===== config.mk =====
export PLATFORM = sky130hd
export DESIGN_NAME = gsa_ctrl
export DESIGN_NICKNAME = d
export VERILOG_FILES = /design/src/design/gsa_pkg.sv /design/src/design/gsa_ctrl.sv
export SDC_FILE = /design/constraint.sdc
export NUM_CORES = 1
export LEC_CHECK = 0
export ABC_AREA = 1
export BUFFER_PORTS_ARGS = -buffer_cell sky130_fd_sc_hd__buf_2
export CAP_MARGIN = 20
export CELL_PAD_IN_SITES_DETAIL_PLACEMENT = 1
export CELL_PAD_IN_SITES_GLOBAL_PLACEMENT = 1
export CORE_MARGIN = 10
export CORE_UTILIZATION = 43
export DETAILED_ROUTE_END_ITERATION = 7
export HOLD_SLACK_MARGIN = 0.12
export PLACE_DENSITY_LB_ADDON = 0.08
export SLEW_MARGIN = 20
export SYNTH_ARGS = -nofsm -noshare
export SYNTH_HDL_FRONTEND = slang
export SYNTH_SLANG_ARGS = --single-unit

===== constraint.sdc =====
create_clock -name clk_i -period 3.3 [get_ports clk_i]
set_input_delay 0.165 -clock clk_i [delete_from_list [all_inputs] [get_ports clk_i]]
set_output_delay 0.165 -clock clk_i [all_outputs]
set_load 0.005 [all_outputs]

===== src/design/gsa_pkg.sv =====
// Shared types and constants of the mixture statistics accumulator.
`default_nettype none

package gsa_pkg;

  // Transaction commands.
  typedef enum logic [2:0] {
    CMD_ACCUM = 3'd0,
    CMD_ADD   = 3'd1,
    CMD_READ  = 3'd2,
    CMD_CLEAR = 3'd3,
    CMD_SCALE = 3'd4
  } cmd_e;

  // Result status codes.
  typedef enum logic [1:0] {
    STS_OK       = 2'd0,
    STS_RANGE    = 2'd1,
    STS_INACTIVE = 2'd2
  } status_e;

  // Table selected for a scale sweep.
  typedef enum logic [1:0] {
    TAB_OCC  = 2'd0,
    TAB_MEAN = 2'd1,
    TAB_SQ   = 2'd2
  } tab_e;

  // Configuration register indexes.
  localparam logic [1:0] CFG_NCOMP = 2'd0;
  localparam logic [1:0] CFG_NDIM  = 2'd1;
  localparam logic [1:0] CFG_MEANS = 2'd2;
  localparam logic [1:0] CFG_VARS  = 2'd3;

  localparam int CFG_IDX_W  = 2;
  localparam int CFG_DATA_W = 9;

  localparam logic [8:0] NCOMP_RESET = 9'd256;
  localparam logic [6:0] NDIM_RESET  = 7'd64;

  // Commands from the controller to the datapath.
  typedef struct packed {
    logic load;
    logic rd;
    logic sweep;
    tab_e tab;
    logic mul;
    logic mul2;
    logic wr_item;
    logic clr_occ;
    logic clr_mean;
    logic clr_sq;
    logic sc_mag;
    logic sc_lo;
    logic sc_hi;
    logic sc_sum;
    logic sc_wr;
    logic res_load;
  } ctrl_t;

  // Decoded status of the held transaction.
  typedef struct packed {
    logic       is_item;
    logic       is_clear;
    logic       is_scale;
    logic       range_err;
    logic       sel_err;
    logic [2:0] sel;
  } stat_t;

endpackage

`default_nettype wire


===== src/design/gsa_ctrl.sv =====
// Controller: sequencing of transactions, clear sweeps and scale sweeps.
`default_nettype none

module gsa_ctrl #(
  parameter int MAX_COMPONENTS = 256,
  parameter int MAX_DIM        = 64,
  localparam int DEPTH  = MAX_COMPONENTS * MAX_DIM,
  localparam int TAB_AW = (DEPTH > 1) ? $clog2(DEPTH) : 1
) (
  input  wire               clk_i,
  input  wire               rst_ni,
  input  wire               cfg_we_i,
  input  wire               in_valid_i,
  output logic              in_ready_o,
  output logic              out_valid_o,
  input  wire               out_ready_i,
  input  gsa_pkg::stat_t    stat_i,
  output gsa_pkg::ctrl_t    ctrl_o,
  output logic [TAB_AW-1:0] sweep_addr_o
);

  typedef enum logic [11:0] {
    S_IDLE   = 12'b0000_0000_0001,
    S_DECODE = 12'b0000_0000_0010,
    S_ITEM2  = 12'b0000_0000_0100,
    S_ITEM3  = 12'b0000_0000_1000,
    S_DONE   = 12'b0000_0001_0000,
    S_CLEAR  = 12'b0000_0010_0000,
    S_SC_RD  = 12'b0000_0100_0000,
    S_SC_MAG = 12'b0000_1000_0000,
    S_SC_LO  = 12'b0001_0000_0000,
    S_SC_HI  = 12'b0010_0000_0000,
    S_SC_SUM = 12'b0100_0000_0000,
    S_SC_WR  = 12'b1000_0000_0000
  } state_e;

  localparam logic [TAB_AW-1:0] LAST_TAB = TAB_AW'(DEPTH - 1);
  localparam logic [TAB_AW-1:0] LAST_OCC = TAB_AW'(MAX_COMPONENTS - 1);

  state_e            state_q, state_d;
  logic [TAB_AW-1:0] cnt_q, cnt_d;
  logic [2:0]        clr_mask_q, clr_mask_d;
  logic              clr_cmd_q, clr_cmd_d;
  logic [2:0]        sc_mask_q, sc_mask_d;
  logic              out_valid_q, out_valid_d;

  // Current scale table is the lowest selected one.
  gsa_pkg::tab_e     tab;
  logic [2:0]        low_bit;
  logic [TAB_AW-1:0] cur_last;
  logic              occ_in_range;

  always_comb begin
    priority if (sc_mask_q[0]) begin
      tab = gsa_pkg::TAB_OCC;
    end else if (sc_mask_q[1]) begin
      tab = gsa_pkg::TAB_MEAN;
    end else begin
      tab = gsa_pkg::TAB_SQ;
    end
  end

  assign low_bit      = sc_mask_q & (~sc_mask_q + 3'd1);
  assign cur_last     = (tab == gsa_pkg::TAB_OCC) ? LAST_OCC : LAST_TAB;
  assign occ_in_range = 32'(cnt_q) < MAX_COMPONENTS;

  // Next state and datapath commands.
  always_comb begin
    state_d     = state_q;
    cnt_d       = cnt_q;
    clr_mask_d  = clr_mask_q;
    clr_cmd_d   = clr_cmd_q;
    sc_mask_d   = sc_mask_q;
    out_valid_d = out_valid_q & ~out_ready_i;
    in_ready_o  = 1'b0;
    ctrl_o      = '0;
    ctrl_o.tab  = tab;

    unique case (state_q)
      S_IDLE: begin
        in_ready_o = 1'b1;
        if (in_valid_i) begin
          ctrl_o.load = 1'b1;
          state_d     = S_DECODE;
        end
      end
      S_DECODE: begin
        ctrl_o.rd  = 1'b1;
        ctrl_o.mul = 1'b1;
        if (stat_i.is_item) begin
          state_d = S_ITEM2;
        end else if ((stat_i.is_clear || stat_i.is_scale) && !stat_i.sel_err &&
                     (stat_i.sel != 3'd0)) begin
          cnt_d = '0;
          if (stat_i.is_clear) begin
            clr_mask_d = stat_i.sel;
            clr_cmd_d  = 1'b1;
            state_d    = S_CLEAR;
          end else begin
            sc_mask_d = stat_i.sel;
            state_d   = S_SC_RD;
          end
        end else begin
          state_d = S_DONE;
        end
      end
      S_ITEM2: begin
        ctrl_o.mul2 = 1'b1;
        state_d     = S_ITEM3;
      end
      S_ITEM3: begin
        ctrl_o.wr_item = 1'b1;
        state_d        = S_DONE;
      end
      S_DONE: begin
        if (!out_valid_q || out_ready_i) begin
          ctrl_o.res_load = 1'b1;
          out_valid_d     = 1'b1;
          state_d         = S_IDLE;
        end
      end
      S_CLEAR: begin
        ctrl_o.sweep    = 1'b1;
        ctrl_o.clr_occ  = clr_mask_q[0] & occ_in_range;
        ctrl_o.clr_mean = clr_mask_q[1];
        ctrl_o.clr_sq   = clr_mask_q[2];
        if (cnt_q == LAST_TAB) begin
          cnt_d   = '0;
          state_d = clr_cmd_q ? S_DONE : S_IDLE;
        end else begin
          cnt_d = cnt_q + TAB_AW'(1);
        end
      end
      S_SC_RD: begin
        ctrl_o.sweep = 1'b1;
        ctrl_o.rd    = 1'b1;
        state_d      = S_SC_MAG;
      end
      S_SC_MAG: begin
        ctrl_o.sc_mag = 1'b1;
        state_d       = S_SC_LO;
      end
      S_SC_LO: begin
        ctrl_o.sc_lo = 1'b1;
        state_d      = S_SC_HI;
      end
      S_SC_HI: begin
        ctrl_o.sc_hi = 1'b1;
        state_d      = S_SC_SUM;
      end
      S_SC_SUM: begin
        ctrl_o.sc_sum = 1'b1;
        state_d       = S_SC_WR;
      end
      S_SC_WR: begin
        ctrl_o.sweep = 1'b1;
        ctrl_o.sc_wr = 1'b1;
        if (cnt_q == cur_last) begin
          cnt_d     = '0;
          sc_mask_d = sc_mask_q & ~low_bit;
          state_d   = ((sc_mask_q & ~low_bit) == 3'd0) ? S_DONE : S_SC_RD;
        end else begin
          cnt_d   = cnt_q + TAB_AW'(1);
          state_d = S_SC_RD;
        end
      end
      default: begin
        state_d = S_IDLE;
      end
    endcase

    // A configuration write empties all tables.
    if (cfg_we_i) begin
      state_d    = S_CLEAR;
      cnt_d      = '0;
      clr_mask_d = 3'b111;
      clr_cmd_d  = 1'b0;
    end
  end

  // Control registers; reset starts a full clear sweep.
  always_ff @(posedge clk_i or negedge rst_ni) begin
    if (!rst_ni) begin
      state_q     <= S_CLEAR;
      cnt_q       <= '0;
      clr_mask_q  <= 3'b111;
      clr_cmd_q   <= 1'b0;
      sc_mask_q   <= 3'd0;
      out_valid_q <= 1'b0;
    end else begin
      state_q     <= state_d;
      cnt_q       <= cnt_d;
      clr_mask_q  <= clr_mask_d;
      clr_cmd_q   <= clr_cmd_d;
      sc_mask_q   <= sc_mask_d;
      out_valid_q <= out_valid_d;
    end
  end

  assign out_valid_o  = out_valid_q;
  assign sweep_addr_o = cnt_q;

endmodule

`default_nettype wire

==> impl_metrics.toml <==
[power_and_ir_drop]
leakagePower_uw = 0.00162
ir_drop_uv = 176
power_density_nw_per_um2 = 393

[logic_synthesis]
avgSynthCellArea_sq_um = 6.81
yosysSeqAreaShare = 0.343
synth.distinct_cells = 33
ys_seq_elements = 34
synth_fp_nets = 380
yosys_warnings = 0
synth_area_leaders = "dfrtp_1, nand2_1, nor2_1"
synth_top_cell_by_area = "dfrtp_1"
synth_top_area_frac = 0.301
synth_area_sq_um = 2490
syn-instance-count = 366

[global_routing]
track_usage = 0.180
gr-total-overflow = 0
grt_pass1_wl_um = 12900
met3_usage = 0.0358
grt_pass1_vias = 2573
grt_use_met2 = 0.309
grt_busiest_layer = "met2"
use_met1 = 0.220
grt_max_degree = 35
antenna_found_initial = 0

[floorplanning]
die_area_sq_um = 9240
rows = 27
fp.dieW_um = 96.2
ios = 46
start_util = 0.447
coreArea_sq_um = 5570
die_h_um = 96.2

[clock_tree]
cts_buffer_depth = 2
root_buffer = "clkbuf_8"
cts_tree = "done"
post_cts_resized = 0
cts_max_level = 2
numCtsBuffers = 5
postCtsSetupBuffers = 0
clk-insertion-delay-late_ns = 0.29
postCtsHoldBufs = 3
clk_pin_slew_worst_paths_ns = 0.08
cts.sink_count = 34

[detailed_routing]
totalWireLength_um = 7700
drtIter0Drc = 115
route.detailed.drc = 0
firstDrtPassIters = 4
vias_per_cell = 5.06
vias = 2470
ant_nets = 0
wl_per_cell_um = 15.8

[worst_setup_path]
cpPeakStageDelay_ns = 0.45
required_ns = 3.48
path_cells = "ha_1, nand2_1, nor2_2, nand2_2, inv_2, nand3_1, nand4_1, nand2_1, nand2_1, nand2_1"
path_class = "flip-flop to flip-flop"
arrival_ns = 2.09
crit_path_top_delay_cell = "dfrtp_1"
r2r-end = "sweep_addr_o[13]"
end_kind = "flip-flop"
r2r_cells = 10
crit_path_max_fanout = 6
crit_top_cell = "nand2_1"
r2r_start = "sweep_addr_o[0]"
cp-start-kind = "flip-flop"
path_delay_family = "simple AND/OR/NAND/NOR gates"
regToRegSetupSlack_ns = 1.39
cp.buffers_inverters = 1

[sta]
timing.final.crit_share = 0.577
slew_viol_final = 0
period_needed_ns = 1.91
finalHoldViolCount = 0
fin_skew_ns = 0.00484
fmax_ghz = 0.525
slew-limit-headroom = 0.444
setup-violations-final = 0
layout_setup_ws_ns = 1.39
rsz0062_at_grt = "false"
finalSetupTns_ns = 0
tightest_slew_ns = 0.834

[hold_path]
worstHoldStart = "stat_i[7]"
worstHoldPathCells = 3
min_path_type = "primary input to flip-flop"
worstHoldEndpoint = "state_q[2]"

[placed_design]
place_worst_setup_slack_ns = 1.45
dp_hpwl_um = 5980
routabilityCongestion = 0.895
port_buffers = 44

[layout]
drive_gt1_frac = 0.233
layout.nets = 430
fill_cells = 775
antenna_cells = 0
area_growth_syn_to_layout_pct = 16.9

[flow_run]
max_cap_viol_count = 0

[status]
outcome = "completed"
[where the power goes]
part | total [uW] | internal, uW | switching (uW)
clock | 404 | 242 | 162
combinational | 275 | 91.5 | 184
sequential | 465 | 440 | 25.5
[per-stage QoR]
| step | hold WS (ns) | power, uW | cell area, sq um | cells | utilization |
|---|---|---|---|---|---|
| floorplan | -0.131 | 646 | 2490 | 366 | - |
| global route | 0.153 | 1210 | 2910 | 488 | 0.523 |
| finish | 0.162 | 1140 | 2910 | 488 | 0.523 |
| CTS | 0.151 | 1160 | 2910 | 488 | 0.523 |
| global placement | 0.299 | 741 | 2770 | 478 | 0.497 |
| detailed placement | 0.312 | 749 | 2770 | 478 | 0.497 |
[registers in the layout (all words and copies together), names as in the netlist]
name,flops
state_q,12
clr_mask_q,3
sc_mask_q,3
out_valid_o,1
sweep_addr_o,14
clr_cmd_q,1
[worst register-to-register path, cell delays in order, from the launching register on]
cell and delay (ns):
dfrtp_1 0.45, ha_1 0.21, nand2_1 0.08, nor2_2 0.24, nand2_2 0.14, inv_2 0.13, nand3_1 0.20, nand4_1 0.16
nand2_1 0.07, nand2_1 0.06, nand2_1 0.06
[cell families (layout without fill, tap and decap cells)]
kind of cell               after synthesis  count (layout)  synth area share
xor gates and xnor gates                 5               5            0.0176
buffers and inverters                   64             114             0.106
muxes                                    1               1           0.00401
DFF                                     34              34             0.343
adders and majority gates                1               1           0.00502
and+or+nand+nor                        232             232             0.457
AOI/OAI and AO/OA                       29              29            0.0667
[cells in the mapped netlist]
cell / number
o211ai_1: 3
inv_4: 1
inv_1: 50
nand4_2: 1
a21oi_1: 5
nand3_2: 3
o31ai_1: 1
nand3_4: 1
nand2_1: 104
dfstp_2: 4
nand2_2: 8
buf_8: 1
nor2_1: 51
ha_1: 1
inv_2: 8
nor3_1: 4
nor2_4: 5
dfrtp_1: 30
nand2_4: 4
nor2_8: 2
nand3_1: 30
buf_2: 2
nand2_8: 1
o21ai_4: 1
nor2_2: 5
mux2i_1: 1
o21ai_1: 10
clkinv_4: 1
buf_4: 1
xor2_1: 5
nor3_2: 1
nand4_1: 12
o21ai_0: 9
[placed cells by master (no fill, tap or decap), drive strengths merged]
master / netlist / routed
ha: 1 / 1
a21oi: 5 / 5
clkbuf: 0 / 6
clkinv: 1 / 1
nor3: 5 / 5
inv: 59 / 59
dfstp: 4 / 4
xor2: 5 / 5
nand3: 34 / 34
o31ai: 1 / 1
dlygate4sd3: 0 / 3
nand2: 117 / 117
nor2: 63 / 63
dfrtp: 30 / 30
o21ai: 20 / 20
o211ai: 3 / 3
bufinv: 0 / 1
mux2i: 1 / 1
nand4: 13 / 13
buf: 4 / 44
[cell type report]
cell class / count / area (sq um) / area share
well taps: 72 / 90.1 / 0.0309
clock buffers: 6 / 82.6 / 0.0283
clock inverters: 1 / 30.0 / 0.0103
inverters: 60 / 233 / 0.0799
repair buffers: 47 / 250 / 0.0859
multi-input cells: 268 / 1370 / 0.471
flip-flops and latches: 34 / 856 / 0.294
[worst max-delay path by stage]
stage / start / endpoint / slack [ns] / cells after the start
finish: sweep_addr_o[0] / sweep_addr_o[13] / 1.39 / 10
floorplan: sweep_addr_o[0] / sweep_addr_o[0] / 1.78 / 10
CTS: sweep_addr_o[0] / sweep_addr_o[13] / 1.43 / 10
global placement: sweep_addr_o[0] / sweep_addr_o[13] / 1.48 / 10
global route: sweep_addr_o[0] / sweep_addr_o[9] / 1.24 / 10
detailed placement: sweep_addr_o[0] / sweep_addr_o[13] / 1.45 / 10
[routing by layer]
layer | part of all wire | wire length (um)
met1 | 0.44 | 3410
met3 | 0.041 | 318
met5 | 0 | 0
met4 | 0.012 | 95
met2 | 0.50 | 3880
No activity file was read; power rests on OpenSTA's default activity.
